[config.mk]
export PLATFORM = sky130hd
export DESIGN_NAME = press_duration_pwm_dimmer_flat
export DESIGN_NICKNAME = d
export VERILOG_FILES = /design/src/sv/pdd_pkg.sv /design/src/sv/pdd_in_if.sv /design/src/sv/pdd_out_if.sv /design/src/sv/pdd_press.sv /design/src/sv/pdd_pwm.sv /design/src/sv/pdd_out_skid.sv /design/src/sv/press_duration_pwm_dimmer.sv /design/src/flat_wrapper.sv
export SDC_FILE = /design/constraint.sdc
export NUM_CORES = 1
export LEC_CHECK = 0
export BUFFER_PORTS_ARGS = -buffer_cell sky130_fd_sc_hd__buf_4
export CORE_UTILIZATION = 45
export CTS_BUF_LIST = sky130_fd_sc_hd__clkbuf_4 sky130_fd_sc_hd__clkbuf_8 sky130_fd_sc_hd__clkbuf_16
export DETAILED_ROUTE_END_ITERATION = 8
export PLACE_DENSITY_LB_ADDON = 0.25
export SLEW_MARGIN = 0
export SYNTH_ARGS = -nofsm -noshare
export SYNTH_HDL_FRONTEND = slang
export SYNTH_SLANG_ARGS = --single-unit
[constraint.sdc]
create_clock -name clk_i -period 14.4 [get_ports clk_i]
set_input_delay 0.72 -clock clk_i [delete_from_list [all_inputs] [get_ports clk_i]]
set_output_delay 0.72 -clock clk_i [all_outputs]
set_load 0.1 [all_outputs]
[src/sv/pdd_pkg.sv]
`default_nettype none
package pdd_pkg;

  localparam int unsigned DutyW   = 16;
  localparam int unsigned CountW  = 32;
  localparam int unsigned CfgIdxW = 2;
  localparam int unsigned CfgDataW = 32;

  localparam logic [DutyW-1:0]  PeriodRst    = 16'd160;
  localparam logic [DutyW-1:0]  StepRst      = 16'd8;
  localparam logic [CountW-1:0] ThresholdRst = 32'd6500000;
  localparam logic [DutyW-1:0]  DutyRst      = 16'd80;

  typedef enum logic [CfgIdxW-1:0] {
    CFG_PERIOD    = 2'd0,
    CFG_STEP      = 2'd1,
    CFG_THRESHOLD = 2'd2,
    CFG_NONE      = 2'd3
  } cfg_idx_e;

  typedef struct packed {
    logic [DutyW-1:0]  period;
    logic [DutyW-1:0]  step;
    logic [CountW-1:0] threshold;
  } cfg_t;

  // press handling result for the current beat
  typedef struct packed {
    logic [DutyW-1:0] duty;
    logic             timing;
  } press_next_t;

  typedef struct packed {
    logic             led_level;
    logic [DutyW-1:0] duty_now;
    logic             press_timing;
  } result_t;

endpackage
`default_nettype wire

[src/sv/pdd_in_if.sv]
`default_nettype none
interface pdd_in_if;
  logic valid;
  logic ready;
  logic button_edge;

  modport source (output valid, output button_edge, input ready);
  modport sink (input valid, input button_edge, output ready);
endinterface
`default_nettype wire

[src/sv/pdd_out_if.sv]
`default_nettype none
interface pdd_out_if;
  logic        valid;
  logic        ready;
  logic        led_level;
  logic [15:0] duty_now;
  logic        press_timing;

  modport source (output valid, output led_level, output duty_now, output press_timing,
                  input ready);
  modport sink (input valid, input led_level, input duty_now, input press_timing,
                output ready);
endinterface
`default_nettype wire

[src/sv/pdd_press.sv]
`default_nettype none
module pdd_press
  import pdd_pkg::*;
(
  input  wire logic        clk_i,
  input  wire logic        rst_ni,
  input  wire logic        fire_i,
  input  wire logic        edge_i,
  input  wire cfg_t        cfg_i,
  output press_next_t      next_o
);

  logic [CountW-1:0] count_q, count_d;
  logic              active_q, active_d;
  logic [DutyW-1:0]  duty_q, duty_d;
  logic [DutyW:0]    sum;
  logic [DutyW-1:0]  raised, lowered;

  assign sum     = {1'b0, duty_q} + {1'b0, cfg_i.step};
  assign raised  = (sum > {1'b0, cfg_i.period}) ? cfg_i.period : sum[DutyW-1:0];
  assign lowered = (duty_q > cfg_i.step) ? (duty_q - cfg_i.step) : '0;

  always_comb begin
    count_d  = count_q;
    active_d = active_q;
    duty_d   = duty_q;
    if (edge_i) begin
      count_d  = '0;
      active_d = !active_q;
      if (active_q) begin
        duty_d = (count_q < cfg_i.threshold) ? raised : lowered;
      end
    end else if (active_q && (count_q != {CountW{1'b1}})) begin
      count_d = count_q + 1'b1;
    end
  end

  always_ff @(posedge clk_i or negedge rst_ni) begin
    if (!rst_ni) begin
      count_q  <= '0;
      active_q <= 1'b0;
      duty_q   <= DutyRst;
    end else if (fire_i) begin
      count_q  <= count_d;
      active_q <= active_d;
      duty_q   <= duty_d;
    end
  end

  assign next_o.duty   = duty_d;
  assign next_o.timing = active_d;

endmodule
`default_nettype wire

[src/sv/pdd_pwm.sv]
`default_nettype none
module pdd_pwm
  import pdd_pkg::*;
(
  input  wire logic             clk_i,
  input  wire logic             rst_ni,
  input  wire logic             fire_i,
  input  wire logic [DutyW-1:0] period_i,
  input  wire logic [DutyW-1:0] duty_i,
  output logic                  led_o
);

  logic [DutyW-1:0] phase_q, phase_d;
  logic [DutyW:0]   phase_inc;

  assign led_o     = (phase_q < duty_i);
  assign phase_inc = {1'b0, phase_q} + 1'b1;
  assign phase_d   = (phase_inc >= {1'b0, period_i}) ? '0 : phase_inc[DutyW-1:0];

  always_ff @(posedge clk_i or negedge rst_ni) begin
    if (!rst_ni) begin
      phase_q <= '0;
    end else if (fire_i) begin
      phase_q <= phase_d;
    end
  end

endmodule
`default_nettype wire

[src/sv/pdd_out_skid.sv]
`default_nettype none
module pdd_out_skid
  import pdd_pkg::*;
(
  input  wire logic    clk_i,
  input  wire logic    rst_ni,
  input  wire logic    in_valid_i,
  output logic         in_ready_o,
  input  wire result_t in_data_i,
  output logic         out_valid_o,
  input  wire logic    out_ready_i,
  output result_t      out_data_o
);

  logic    main_valid_q, skid_valid_q;
  result_t main_q, skid_q;
  logic    in_fire, out_fire;

  assign in_ready_o  = !skid_valid_q;
  assign in_fire     = in_valid_i && !skid_valid_q;
  assign out_fire    = main_valid_q && out_ready_i;
  assign out_valid_o = main_valid_q;
  assign out_data_o  = main_q;

  always_ff @(posedge clk_i or negedge rst_ni) begin
    if (!rst_ni) begin
      main_valid_q <= 1'b0;
      skid_valid_q <= 1'b0;
    end else begin
      if (!main_valid_q || (out_fire && !skid_valid_q)) begin
        main_valid_q <= in_fire;
      end else if (out_fire) begin
        skid_valid_q <= in_fire;
      end else if (in_fire) begin
        skid_valid_q <= 1'b1;
      end
    end
  end

  always_ff @(posedge clk_i) begin
    if (!main_valid_q || (out_fire && !skid_valid_q)) begin
      main_q <= in_data_i;
    end else if (out_fire) begin
      main_q <= skid_q;
      skid_q <= in_data_i;
    end else if (in_fire) begin
      skid_q <= in_data_i;
    end
  end

endmodule
`default_nettype wire

[src/sv/press_duration_pwm_dimmer.sv]
// One-button PWM dimmer. Each input beat on in_i is one tick; button_edge
// marks a button edge in that tick. Edges alternate between starting and
// ending a press; a press shorter than threshold ticks raises the duty by
// step (clamped at period), one of threshold ticks or more lowers it
// (clamped at 0). Every input beat yields one output beat on out_o with the
// LED level, the duty after this tick and whether a press is being timed.
// Configuration: cfg_we_i, cfg_idx_i (0 period, 1 step, 2 threshold) and
// cfg_wdata_i; the user must write them only while no beat is in flight;
// the block does not enforce it. Results are registered in the output stage.
// Throughput: one beat per cycle while out_o does not stall; press, duty and
// phase update in one pass between the input handshake and the result register.
// A two-entry output stage (result register plus skid) keeps in_i.ready
// registered: while out_o stalls, one more beat is taken, then ready drops.
// Reset: period 160, step 8, threshold 6500000, duty 80, phase 0, no press
// timed, output stage empty.
`default_nettype none
module press_duration_pwm_dimmer
  import pdd_pkg::*;
(
  input  wire logic                clk_i,
  input  wire logic                rst_ni,
  pdd_in_if.sink                   in_i,
  pdd_out_if.source                out_o,
  input  wire logic                cfg_we_i,
  input  wire logic [CfgIdxW-1:0]  cfg_idx_i,
  input  wire logic [CfgDataW-1:0] cfg_wdata_i
);

  cfg_t        cfg_q;
  logic        in_ready, in_fire, led;
  press_next_t press_next;
  result_t     result, out_data;
  cfg_idx_e    cfg_idx;

  assign cfg_idx = cfg_idx_e'(cfg_idx_i);

  always_ff @(posedge clk_i or negedge rst_ni) begin
    if (!rst_ni) begin
      cfg_q.period    <= PeriodRst;
      cfg_q.step      <= StepRst;
      cfg_q.threshold <= ThresholdRst;
    end else if (cfg_we_i) begin
      unique case (cfg_idx)
        CFG_PERIOD:    cfg_q.period    <= cfg_wdata_i[DutyW-1:0];
        CFG_STEP:      cfg_q.step      <= cfg_wdata_i[DutyW-1:0];
        CFG_THRESHOLD: cfg_q.threshold <= cfg_wdata_i[CountW-1:0];
        default: ;
      endcase
    end
  end

  assign in_i.ready = in_ready;
  assign in_fire    = in_i.valid && in_ready;

  pdd_press u_press (
    .clk_i  (clk_i),
    .rst_ni (rst_ni),
    .fire_i (in_fire),
    .edge_i (in_i.button_edge),
    .cfg_i  (cfg_q),
    .next_o (press_next)
  );

  pdd_pwm u_pwm (
    .clk_i    (clk_i),
    .rst_ni   (rst_ni),
    .fire_i   (in_fire),
    .period_i (cfg_q.period),
    .duty_i   (press_next.duty),
    .led_o    (led)
  );

  assign result.led_level    = led;
  assign result.duty_now     = press_next.duty;
  assign result.press_timing = press_next.timing;

  pdd_out_skid u_out (
    .clk_i       (clk_i),
    .rst_ni      (rst_ni),
    .in_valid_i  (in_i.valid),
    .in_ready_o  (in_ready),
    .in_data_i   (result),
    .out_valid_o (out_o.valid),
    .out_ready_i (out_o.ready),
    .out_data_o  (out_data)
  );

  assign out_o.led_level    = out_data.led_level;
  assign out_o.duty_now     = out_data.duty_now;
  assign out_o.press_timing = out_data.press_timing;

endmodule
`default_nettype wire

[src/flat_wrapper.sv]
// flat-port wrapper written by rule: the top's interface ports become plain ports
module press_duration_pwm_dimmer_flat import pdd_pkg::*;
  (clk_i, rst_ni, cfg_we_i, cfg_idx_i, cfg_wdata_i, in_i_valid, in_i_button_edge, in_i_ready, out_o_valid, out_o_led_level, out_o_duty_now, out_o_press_timing, out_o_ready);
  pdd_in_if in_i_i ();
  pdd_out_if out_o_i ();
  input  wire logic clk_i;
  input  wire logic rst_ni;
  input  wire logic cfg_we_i;
  input  wire logic [CfgIdxW-1:0] cfg_idx_i;
  input  wire logic [CfgDataW-1:0] cfg_wdata_i;
  input wire logic [$bits(in_i_i.valid)-1:0] in_i_valid;
  input wire logic [$bits(in_i_i.button_edge)-1:0] in_i_button_edge;
  output wire logic [$bits(in_i_i.ready)-1:0] in_i_ready;
  output wire logic [$bits(out_o_i.valid)-1:0] out_o_valid;
  output wire logic [$bits(out_o_i.led_level)-1:0] out_o_led_level;
  output wire logic [$bits(out_o_i.duty_now)-1:0] out_o_duty_now;
  output wire logic [$bits(out_o_i.press_timing)-1:0] out_o_press_timing;
  input wire logic [$bits(out_o_i.ready)-1:0] out_o_ready;
  assign in_i_i.valid = in_i_valid;
  assign in_i_i.button_edge = in_i_button_edge;
  assign in_i_ready = in_i_i.ready;
  assign out_o_valid = out_o_i.valid;
  assign out_o_led_level = out_o_i.led_level;
  assign out_o_duty_now = out_o_i.duty_now;
  assign out_o_press_timing = out_o_i.press_timing;
  assign out_o_i.ready = out_o_ready;
  press_duration_pwm_dimmer u_core (.clk_i(clk_i), .rst_ni(rst_ni), .in_i(in_i_i), .out_o(out_o_i), .cfg_we_i(cfg_we_i), .cfg_idx_i(cfg_idx_i), .cfg_wdata_i(cfg_wdata_i));
endmodule
== After elaboration in Yosys (flattened, before gate mapping) ==
Index checks and enable logic that the tools add are counted.

* Bits in registers: 167
* Bits of input ports: 40

* $add $sub $neg: 4
* Magnitude comparators: 5
* Equal/unequal tests: 3
* Mux-type cells: 15
* Bitwise gates (word level): 1
* Reductions and logical operators: 17

{| class="wikitable"
|+ Operators with widths
! cell !! number
|-
| 2-to-1 mux 16 bit || 6
|-
| 2-to-1 mux 18 bit || 4
|-
| 2-to-1 mux 32 bit || 2
|-
| adder 32 x 1 -> 32 bit (second input constant) || 1
|-
| less-than comparator 32 bit || 1
|-
| inequality test 32 bit (second input constant) || 1
|-
| adder 16 x 1 -> 17 bit (second input constant) || 1
|-
| adder 16 x 16 -> 17 bit || 1
|-
| >= comparator 17 x 16 -> 1 bit || 1
|-
| > comparator 17 x 16 -> 1 bit || 1
|-
| > comparator 16 bit || 1
|-
| less-than comparator 16 bit || 1
|-
| subtractor 16 bit || 1
|-
| AND reduction 2 bit || 5
|-
| nonzero test 2 bit || 3
|-
| logical AND 1 bit || 4
|-
| zero test 1 bit || 3
|-
| 2-to-1 mux 1 bit || 3
|-
| equality test 2 x 1 -> 1 bit (second input constant) || 1
|-
| equality test 2 bit (second input constant) || 1
|-
| zero test 2 bit || 1
|-
| logical OR 1 bit || 1
|-
| inverter 1 bit || 1
|}

== Depth between registers and ports, before layout ==
Gate-level depths: netlist of run 1.

* Depth after elaboration: 9
* Depth in mapped cells: 28
* Depth with buffers taken out: 26

== Modules after synthesis ==
From an unflattened synthesis of run 1, not the netlist that was laid out.

* Cell total of the unflattened synthesis: 1162
* Area total of the unflattened synthesis: 11501.0 um^2

{| class="wikitable"
|+ Modules (own cells, without submodules)
! module !! times used !! cells each !! area each (um^2) !! sequential area each (um^2)
|-
| pdd_press || 1 || 753 || 5929.4 || 1228.7
|-
| press_duration_pwm_dimmer || 1 || 137 || 2427.3 || 1617.8
|-
| pdd_pwm || 1 || 204 || 1691.6 || 400.4
|-
| pdd_out_skid || 1 || 68 || 1452.6 || 1131.1
|}

== Worst setup path after synthesis of run 1 ==
Ideal clock, no wire load.

* Path kind: register to register
* Start: register u_core.u_press.duty_q[0]
* End: register u_core.u_out.main_q, in the netlist u_core.u_out.out_data_o[17], data pin
* Library setup time: 0.261 ns
* Arrival: 5.394 ns
* Required time: 14.139 ns
* Slack: 8.745 ns
* Cell stages (with the launch flop): 23
* Path buffers: 0
* Period minus slack after synthesis: 5.655 ns
* Cell sequence: dfrtp_1 -> ha_1 -> fa_1 -> nand2b_4 -> a221oi_4 -> o311ai_4 -> nand2_1 -> xnor2_1 -> ha_1 -> nand4_1 -> inv_1 -> a2111o_1 -> a2111oi_4 -> a2bb2oi_4 -> mux2_2 -> a221oi_1 -> ha_1 -> a21o_1 -> a21o_1 -> a21oi_1 -> a2111oi_0 -> nor3_1 -> a221o_1

* Cells in the longest elaborated chain, start to end: 8
* Elaborated cells on any way between the ends: 11
* Those cells by class: 2 x add/sub; 3 x order compare; 6 x mux

{| class="wikitable"
|+ Ends and longest elaborated chain
! element !! line !! RTL
|-
| start, declared || pdd_press.sv:15 || <nowiki>logic [DutyW-1:0] duty_q, duty_d;</nowiki>
|-
| start signal, assigned || pdd_press.sv:42 || <nowiki>duty_q <= DutyRst;</nowiki>
|-
| start signal, assigned || pdd_press.sv:46 || <nowiki>duty_q <= duty_d;</nowiki>
|-
| adder 16 x 16 -> 17 bit || pdd_press.sv:19 || <nowiki>assign sum = {1'b0, duty_q} + {1'b0, cfg_i.step};</nowiki>
|-
| > comparator 17 x 16 -> 1 bit || pdd_press.sv:20 || <nowiki>assign raised = (sum > {1'b0, cfg_i.period}) ? cfg_i.period : sum[DutyW-1:0];</nowiki>
|-
| 2-to-1 mux 16 bit || pdd_press.sv:20 ||
|-
| 2-to-1 mux 16 bit || pdd_press.sv:31 || <nowiki>duty_d = (count_q < cfg_i.threshold) ? raised : lowered;</nowiki>
|-
| 2-to-1 mux 16 bit || pdd_press.sv:30 || <nowiki>if (active_q) begin</nowiki>
|-
| 2-to-1 mux 16 bit (*) || pdd_press.sv:27 || <nowiki>if (edge_i) begin</nowiki>
|-
| less-than comparator 16 bit (*) || pdd_pwm.sv:16 || <nowiki>assign led_o = (phase_q < duty_i);</nowiki>
|-
| 2-to-1 mux 18 bit (*) || pdd_out_skid.sv:41 || <nowiki>if (!main_valid_q || (out_fire && !skid_valid_q)) begin</nowiki>
|-
| end signal, assigned || pdd_out_skid.sv:42 || <nowiki>main_q <= in_data_i;</nowiki>
|-
| end signal, assigned || pdd_out_skid.sv:44 || <nowiki>main_q <= skid_q;</nowiki>
|-
| end, declared || pdd_out_skid.sv:16 || <nowiki>result_t main_q, skid_q;</nowiki>
|}

Every way passes the cells marked *; elsewhere a longest branch is shown, timed or not.
A chain may end at the register's enable or synchronous reset.

== Worst setup path after layout of run 1 ==
* Start: register u_core.cfg_q[35] in the netlist's numbering
* End: register u_core.u_out.main_q, in the netlist u_core.u_out.out_data_o[17], data pin

* Cells in the longest elaborated chain, start to end: 8
* Elaborated cells on any way between the ends: 11
* Those cells by class: 2 x add/sub; 3 x order compare; 6 x mux

{| class="wikitable"
|+ Ends and longest elaborated chain
! element !! line !! RTL
|-
| start, declared || press_duration_pwm_dimmer.sv:29 || <nowiki>cfg_t cfg_q;</nowiki>
|-
| adder 16 x 16 -> 17 bit || pdd_press.sv:19 ||
|-
| > comparator 17 x 16 -> 1 bit || pdd_press.sv:20 ||
|-
| 2-to-1 mux 16 bit || pdd_press.sv:20 ||
|-
| 2-to-1 mux 16 bit (*) || pdd_press.sv:31 ||
|-
| 2-to-1 mux 16 bit (*) || pdd_press.sv:30 ||
|-
| 2-to-1 mux 16 bit (*) || pdd_press.sv:27 ||
|-
| less-than comparator 16 bit (*) || pdd_pwm.sv:16 ||
|-
| 2-to-1 mux 18 bit (*) || pdd_out_skid.sv:41 ||
|}

Marked as above.

==> impl_metrics.json, run 1 <==
{
  "status": "complete, no violations",
  "drive_above_1_share_pct": 16.7,
  "placedInstanceArea_um2": 12000,
  "clock-root-buffer": "sky130_fd_sc_hd__clkbuf_16",
  "total_switching_power_uw": 1400,
  "power.share.clock_pct": 16.5,
  "post_cts_resize_count": 0,
  "die_width_um": 160,
  "setup.worst_path.start_class": "flip-flop",
  "io_pins": 60,
  "seqPwrFrac_pct": 25.7,
  "grt_antenna_before_repair": 0,
  "antenna_cell_count": 0,
  "critPathCaptureType": "flip-flop",
  "fin_area_um2": 12700,
  "grt_remaining_overflow": 0,
  "report.power.total_uw": 2900,
  "postSynthCellCount": 1171,
  "area_growth_pct": 12.0,
  "yosys_register_bits": 167,
  "detail_route.drc_violations": 0,
  "finish.net_count": 1366,
  "crit_buf_inv": 1,
  "yosys_warnings": 0,
  "detail_route.vias_per_cell": 5.92,
  "timing.critical_path.mode_cell": "sky130_fd_sc_hd__ha_1",
  "final.min_clock_period_ns": 6.94,
  "total_iterations_of_the_first_detailed_routing_run": 5,
  "finalHoldViolations": 0,
  "die_area_um2": 25800,
  "synth.distinct_cells": 83,
  "max-cap-violations": 0,
  "synth_cell_area_um2": 11300,
  "combinationalPowerShare_pct": 57.8,
  "switching_share_pct": 48.2,
  "synth-main-ff-cell": "sky130_fd_sc_hd__dfrtp_1",
  "cts_buffer_depth": 2,
  "place.detailed.hpwl_um": 23000,
  "drt_first_iter_violations": 749,
  "grt_use_total_pct": 24.6,
  "finalSetupViolCount": 0,
  "hold_path_class": "in -> async",
  "timing.critical_path.fanout_max": 19,
  "critical_path.top_delay_family": "compound AO/OA/AOI/OAI gates",
  "std_cell_rows": 57,
  "postSynthNetCount": 1325,
  "count_of_vias_placed_by_the_detailed_router": 9163,
  "grt_max_degree": 70,
  "finClkSkew_ns": 0.0185,
  "initial_core_util_pct": 46.2,
  "ctsHtreeMaxLevel": 4,
  "cts_made_buffers": 17,
  "tns_ns": 0,
  "gp_routability_congestion": 0.909,
  "holdBufCountCts": 0,
  "global_route_wire_length_before_repair_um": 49000,
  "drt-total-wl_um": 30700,
  "tritoncts": "built",
  "grt_pass1_vias": 8829,
  "worst_setup_hold_path_clk_slew_ns": 0.08,
  "final_core_utilization_pct": 51.8,
  "maxSlewHeadroom_pct": 30.7,
  "power.internal_uw": 1500,
  "share_of_the_cycle_needed_by_the_critical_path_after_routing_pct": 48.2,
  "worst_tran_pin_value_ns": 1.04,
  "synth_edf_count": 36,
  "synthesis.area_per_instance_um2": 9.65,
  "cts_setup_buffers": 0,
  "port_buffers": 59,
  "timing.final.max_slew_violations": 0,
  "ys_async_rst_share_pct": 78.4,
  "timing.critical_path.required_ns": 14.58,
  "total_leakage_power_uw": 0.00566,
  "final_antenna_net_count": 0,
  "clock_latency_ns": 0.44,
  "max_clock_freq_mhz": 144,
  "ordered_cell_list_for_the_critical_path": "inv_1 > ha_1 > a221oi_1 > o311ai_0 > a211oi_1 > o41ai_1 > xnor2_1 > ha_1 > or2_2 > a2111oi_4 > a2bb2oi_4 > mux2_2 > a221oi_1 > ha_1 > a21o_1 > a21o_1 > a21oi_1 > a2111oi_0 > nor3_1 > a221o_1",
  "routed_wire_length_per_instance_um": 19.8,
  "crit_arrival_ns": 7.12,
  "core_area_um2": 24500,
  "power.density_cell_area_nw_per_um2": 229,
  "clkSinkCount": 167,
  "synth_seq_area_share_pct": 38.7,
  "cp_slowest_cell": "sky130_fd_sc_hd__o311ai_0",
  "die_height_um": 160,
  "rsz0062_at_grt": "false",
  "worst-setup-path-type": "reg -> reg",
  "peakVddDrop_mv": 0.164,
  "worst_path_largest_cell_delay_ns": 0.71
}
[worst paths after layout]
check / start / end / slack (ns) / depth (start not counted)
worst min register to register: u_core.cfg_q[1] / u_core.cfg_q[1] / 0.51 / 1
worst min-delay path: rst_ni / u_core.u_out.out_valid_o / 0.26 / 1
worst max register to register: u_core.cfg_q[35] / u_core.u_out.out_data_o[17] / 7.46 / 20
max in group asynchronous: rst_ni / u_core.u_press.count_q[6] / 12.84 / 2
min in group clk_i: out_o_ready / u_core.u_out.skid_valid_q / 0.47 / 2
worst max-delay path: u_core.cfg_q[35] / u_core.u_out.out_data_o[17] / 7.46 / 20
[power groups by stage]
stage	logic [uW]	registers (uW)	clock network (uW)
after global placement	1630	749	0
after CTS	1660	745	488
after floorplan	1070	917	0
after global routing	1810	760	507
after detailed placement	1640	753	0
final	1670	745	479
[final cells by class]
class                      instances  area, um2
fill                            2271      11800
multi-input combinational        855       6350
sequential                       167       4380
timing repair buffer              70        529
clock buffer                      18        439
tap                              324        405
inverter                         101        379
clock inverter                    14        174
[per-layer routing]
layer	global-route usage (%)	part of all wire, %	up-vias
li1	-	-	4350
met1	33.3	45	4477
met2	40.0	47	300
met3	4.26	5.7	36
met4	7.40	2.0	0
met5	0	0	-
[stage by stage]
stage,cells,worst slack (ns),hold slack (ns)
after floorplan,1171,8.75,0.424
after global placement,1517,7.73,0.489
after detailed placement,1517,7.55,0.494
after CTS,1549,7.46,0.306
after global routing,1549,6.93,0.321
final,1549,7.46,0.265
[cells in the mapped netlist, drive strengths merged, types with 11 or more instances]
cell type    n  area share, %
a21o        22            1.5
a21oi       57            2.5
a31oi       13           0.72
a32o        11           0.97
buf         12           0.59
clkbuf      36            1.2
dfrtp      116             26
dfstp       15            3.5
edfxtp      36            9.6
ha         112             12
inv        100            3.3
mux2        65            6.5
nand2       90            3.0
nand2b      15           0.90
nand3       34            1.5
nand4       20            1.1
nor2        75            2.5
nor3        35            1.5
nor4        20            1.1
o21a        16            1.1
o21ai       71            3.2
xnor2       40            3.1
xor2        12           0.93
[layout by cell type (no fill, tap or decap), types with 35 or more instances in the layout]
master,count
sky130_fd_sc_hd__dfrtp_1,116
sky130_fd_sc_hd__ha_1,112
sky130_fd_sc_hd__buf_4,69
sky130_fd_sc_hd__edfxtp_1,36
sky130_fd_sc_hd__mux2_2,65
sky130_fd_sc_hd__o21ai_0,66
sky130_fd_sc_hd__a21oi_1,56
sky130_fd_sc_hd__xnor2_1,40
sky130_fd_sc_hd__nor2_1,75
sky130_fd_sc_hd__inv_1,99
sky130_fd_sc_hd__nand2_1,90
sky130_fd_sc_hd__nor3_1,35
[state kept, by name, indices dropped and copies added (netlist names)]
name / cells
u_core.u_press.active_q: 1
u_core.u_out.skid_valid_q: 1
u_core.u_out.out_valid_o: 1
u_core.u_out.out_data_o: 18
u_core.u_out.skid_q: 18
u_core.u_press.duty_q: 16
u_core.cfg_q: 64
u_core.u_pwm.phase_q: 16
u_core.u_press.count_q: 32
[logic make-up after synthesis]
family,after synthesis,share of synthesized area [%]
AOI/OAI and AO/OA,277,17.5
xor gates and xnor gates,52,4.03
adders and majority gates,114,12.8
buffers and inverters,149,5.14
DFF,167,38.7
muxes,72,7.09
and+or+nand+nor,340,14.7
(Power assumes the default switching activity.)
==> run 2: changes to the inputs <==
==> constraint.sdc (replaced) <==
create_clock -name clk_i -period 5.8 [get_ports clk_i]
set_input_delay 0.29 -clock clk_i [delete_from_list [all_inputs] [get_ports clk_i]]
set_output_delay 0.29 -clock clk_i [all_outputs]
set_load 0.1 [all_outputs]
==> run 2 against run 1 <==
Worst setup slack lost 7.4 ns. Global-route usage about the same. First-iteration DRC count is 17% lower. Wire length is 0.87% higher. Die area unchanged. Clock-buffer cell count is 1 higher. Cell count is 5.0% higher. Sequential power is 150% higher. Worst hold slack got worse by 0.23 ns. Critical path type unchanged. Critical endpoint unchanged. Highest routed layer unchanged.
==> impl_metrics.json, run 2 (same netlist as run 1, synthesis figures left out) <==
{
  "top_regs": "u_core.cfg_q x64, u_core.u_press.count_q x32",
  "maxSlewHeadroom_pct": 24.1,
  "gp_routability_congestion": 0.902,
  "worst_hold_path.num_cells": 2,
  "std_cell_rows": 57,
  "timing.final.max_slew_violations": 0,
  "setup.worst_path.start_class": "flip-flop",
  "status": "complete, no violations",
  "port_buffers": 59,
  "grt_use_total_pct": 24.5,
  "cts_made_buffers": 17,
  "finalSetupViolCount": 0,
  "timing.critical_path.fanout_max": 8,
  "seqPwrFrac_pct": 22.6,
  "core_area_um2": 24500,
  "finClkSkew_ns": 0.0153,
  "count_of_vias_placed_by_the_detailed_router": 9449,
  "max_clock_freq_mhz": 175,
  "final_antenna_net_count": 0,
  "finalHoldViolations": 0,
  "detail_route.drc_violations": 0,
  "io_pins": 60,
  "timing.critical_path.required_ns": 5.99,
  "layout.cells.most_common": "sky130_fd_sc_hd__buf_4",
  "share_of_the_cycle_needed_by_the_critical_path_after_routing_pct": 98.5,
  "grt_antenna_before_repair": 0,
  "grt_remaining_overflow": 0,
  "clkSinkCount": 167,
  "mostFrequentLayoutCells": "140 x sky130_fd_sc_hd__buf_4, 116 x sky130_fd_sc_hd__dfrtp_1, 107 x sky130_fd_sc_hd__ha_1",
  "hold_path_class": "in -> reg",
  "tns_ns": 0,
  "place.detailed.hpwl_um": 23000,
  "power.internal_uw": 4430,
  "final.min_clock_period_ns": 5.71,
  "peakVddDrop_mv": 0.384,
  "initial_core_util_pct": 46.2,
  "total_leakage_power_uw": 0.00610,
  "clock-root-buffer": "sky130_fd_sc_hd__clkbuf_16",
  "die_width_um": 160,
  "drt_first_iter_violations": 623,
  "fillerInstances": 2138,
  "tritoncts": "built",
  "max-cap-violations": 0,
  "die_area_um2": 25800,
  "crit_arrival_ns": 5.91,
  "die_height_um": 160,
  "setup_slack_after_layout_ns": 0.0865,
  "switching_share_pct": 45.6,
  "grt_pass1_vias": 9117,
  "global_route_wire_length_before_repair_um": 49200,
  "critPathCaptureType": "flip-flop",
  "detail_route.vias_per_cell": 5.81,
  "worst-setup-path-type": "reg -> reg",
  "drt-total-wl_um": 31000,
  "cts_buffer_depth": 2,
  "antenna_cell_count": 0,
  "grt_max_degree": 81,
  "combinationalPowerShare_pct": 62.9,
  "largest_register_by_flop_count": "u_core.cfg_q",
  "place_ws_ns": -0.327,
  "r2r_cells": 24,
  "power.density_cell_area_nw_per_um2": 603,
  "worst_setup_hold_path_clk_slew_ns": 0.07,
  "area_growth_pct": 19.6,
  "routed_wire_length_per_instance_um": 19.1,
  "total_switching_power_uw": 3720,
  "ctsHtreeMaxLevel": 4,
  "finish.net_count": 1443,
  "worst_tran_pin_value_ns": 1.14,
  "total_iterations_of_the_first_detailed_routing_run": 5,
  "drive_above_1_share_pct": 24.2,
  "largest_register_ff_count": 64,
  "clock_latency_ns": 0.44,
  "power.share.clock_pct": 14.5
}
==> run 2: routing by layer <==
metal  up-vias  track usage, %  wire (um)
met2       309            38.2      14100
li1       4487               -          -
met3        69            3.95       1700
met5         -               0          0
met1      4584            33.8      14100
met4         0            10.2       1160
==> run 2: area by class of cell <==
type | instances | area, um2 | share of cell area (%)
clock buffer | 19 | 458 | 3.39
multi-input combinational | 855 | 6610 | 48.9
tap | 324 | 405 | 3.00
timing repair buffer | 147 | 1140 | 8.44
inverter | 101 | 379 | 2.80
clock inverter | 13 | 153 | 1.13
sequential | 167 | 4380 | 32.4
==> run 2: power by group through the flow <==
stage	registers [uW]	logic (uW)	clock network, uW
floorplan	2280	2660	0
global placement	1850	4470	0
detailed placement	1860	4520	0
CTS	1840	4660	1200
global route	1880	5500	1260
finish	1840	5120	1180
==> run 2: critical path, cell delays in order (launching register included) <==
cell                        delay, ns
sky130_fd_sc_hd__dfrtp_1         0.40
sky130_fd_sc_hd__buf_4           0.18
sky130_fd_sc_hd__ha_1            0.24
sky130_fd_sc_hd__nor2_2          0.16
sky130_fd_sc_hd__a221oi_4        0.09
sky130_fd_sc_hd__or3_1           0.35
sky130_fd_sc_hd__a21oi_1         0.19
sky130_fd_sc_hd__xnor2_1         0.19
sky130_fd_sc_hd__ha_1            0.31
sky130_fd_sc_hd__o21ai_0         0.18
sky130_fd_sc_hd__nor2_1          0.06
sky130_fd_sc_hd__a2111o_1        0.43
sky130_fd_sc_hd__a2111oi_4       0.40
sky130_fd_sc_hd__a2bb2oi_4       0.19
sky130_fd_sc_hd__buf_12          0.14
sky130_fd_sc_hd__buf_4           0.13
sky130_fd_sc_hd__mux2_2          0.34
sky130_fd_sc_hd__a221oi_2        0.27
sky130_fd_sc_hd__ha_1            0.20
sky130_fd_sc_hd__a21o_1          0.11
sky130_fd_sc_hd__a21o_1          0.16
sky130_fd_sc_hd__a21oi_4         0.09
sky130_fd_sc_hd__a2111oi_4       0.35
sky130_fd_sc_hd__nor3_2          0.06
sky130_fd_sc_hd__a221o_1         0.26
==> run 2: final timing paths <==
check / startpoint / to / slack [ns]
worst max-delay path: u_core.u_press.duty_q[1] / u_core.u_out.out_data_o[17] / 0.09
worst min-delay path: out_o_ready / u_core.u_out.skid_valid_q / 0.03
worst max register to register: u_core.u_press.duty_q[1] / u_core.u_out.out_data_o[17] / 0.09
worst min register to register: u_core.cfg_q[4] / u_core.cfg_q[4] / 0.51
max in group asynchronous: rst_ni / u_core.cfg_q[44] / 4.15
min in group asynchronous: rst_ni / u_core.u_out.skid_valid_q / 0.41
==> run 2: repair_timing <==
item | CTS | global route
hold endpoints to repair | 72 | 0
hold buffers | 1 | 0
endpoints found under the setup margin | 2 | 2
gates resized for setup | 12 | 41
setup buffers | 4 | 11
pin swaps | 9 | 28
==> run 2: per-stage QoR <==
step	total power (uW)	utilization, %	hold slack, ns	instances	instance area [um2]
2_1_floorplan	4940	-	-0.00559	1171	11300
5_1_grt	8640	55.3	0.0246	1626	13500
3_5_place_dp	6370	51.1	0.362	1578	12500
3_3_place_gp	6310	51.1	0.355	1578	12500
6_report	8150	55.3	0.0336	1626	13500
4_1_cts	7700	54.0	0.0245	1615	13200
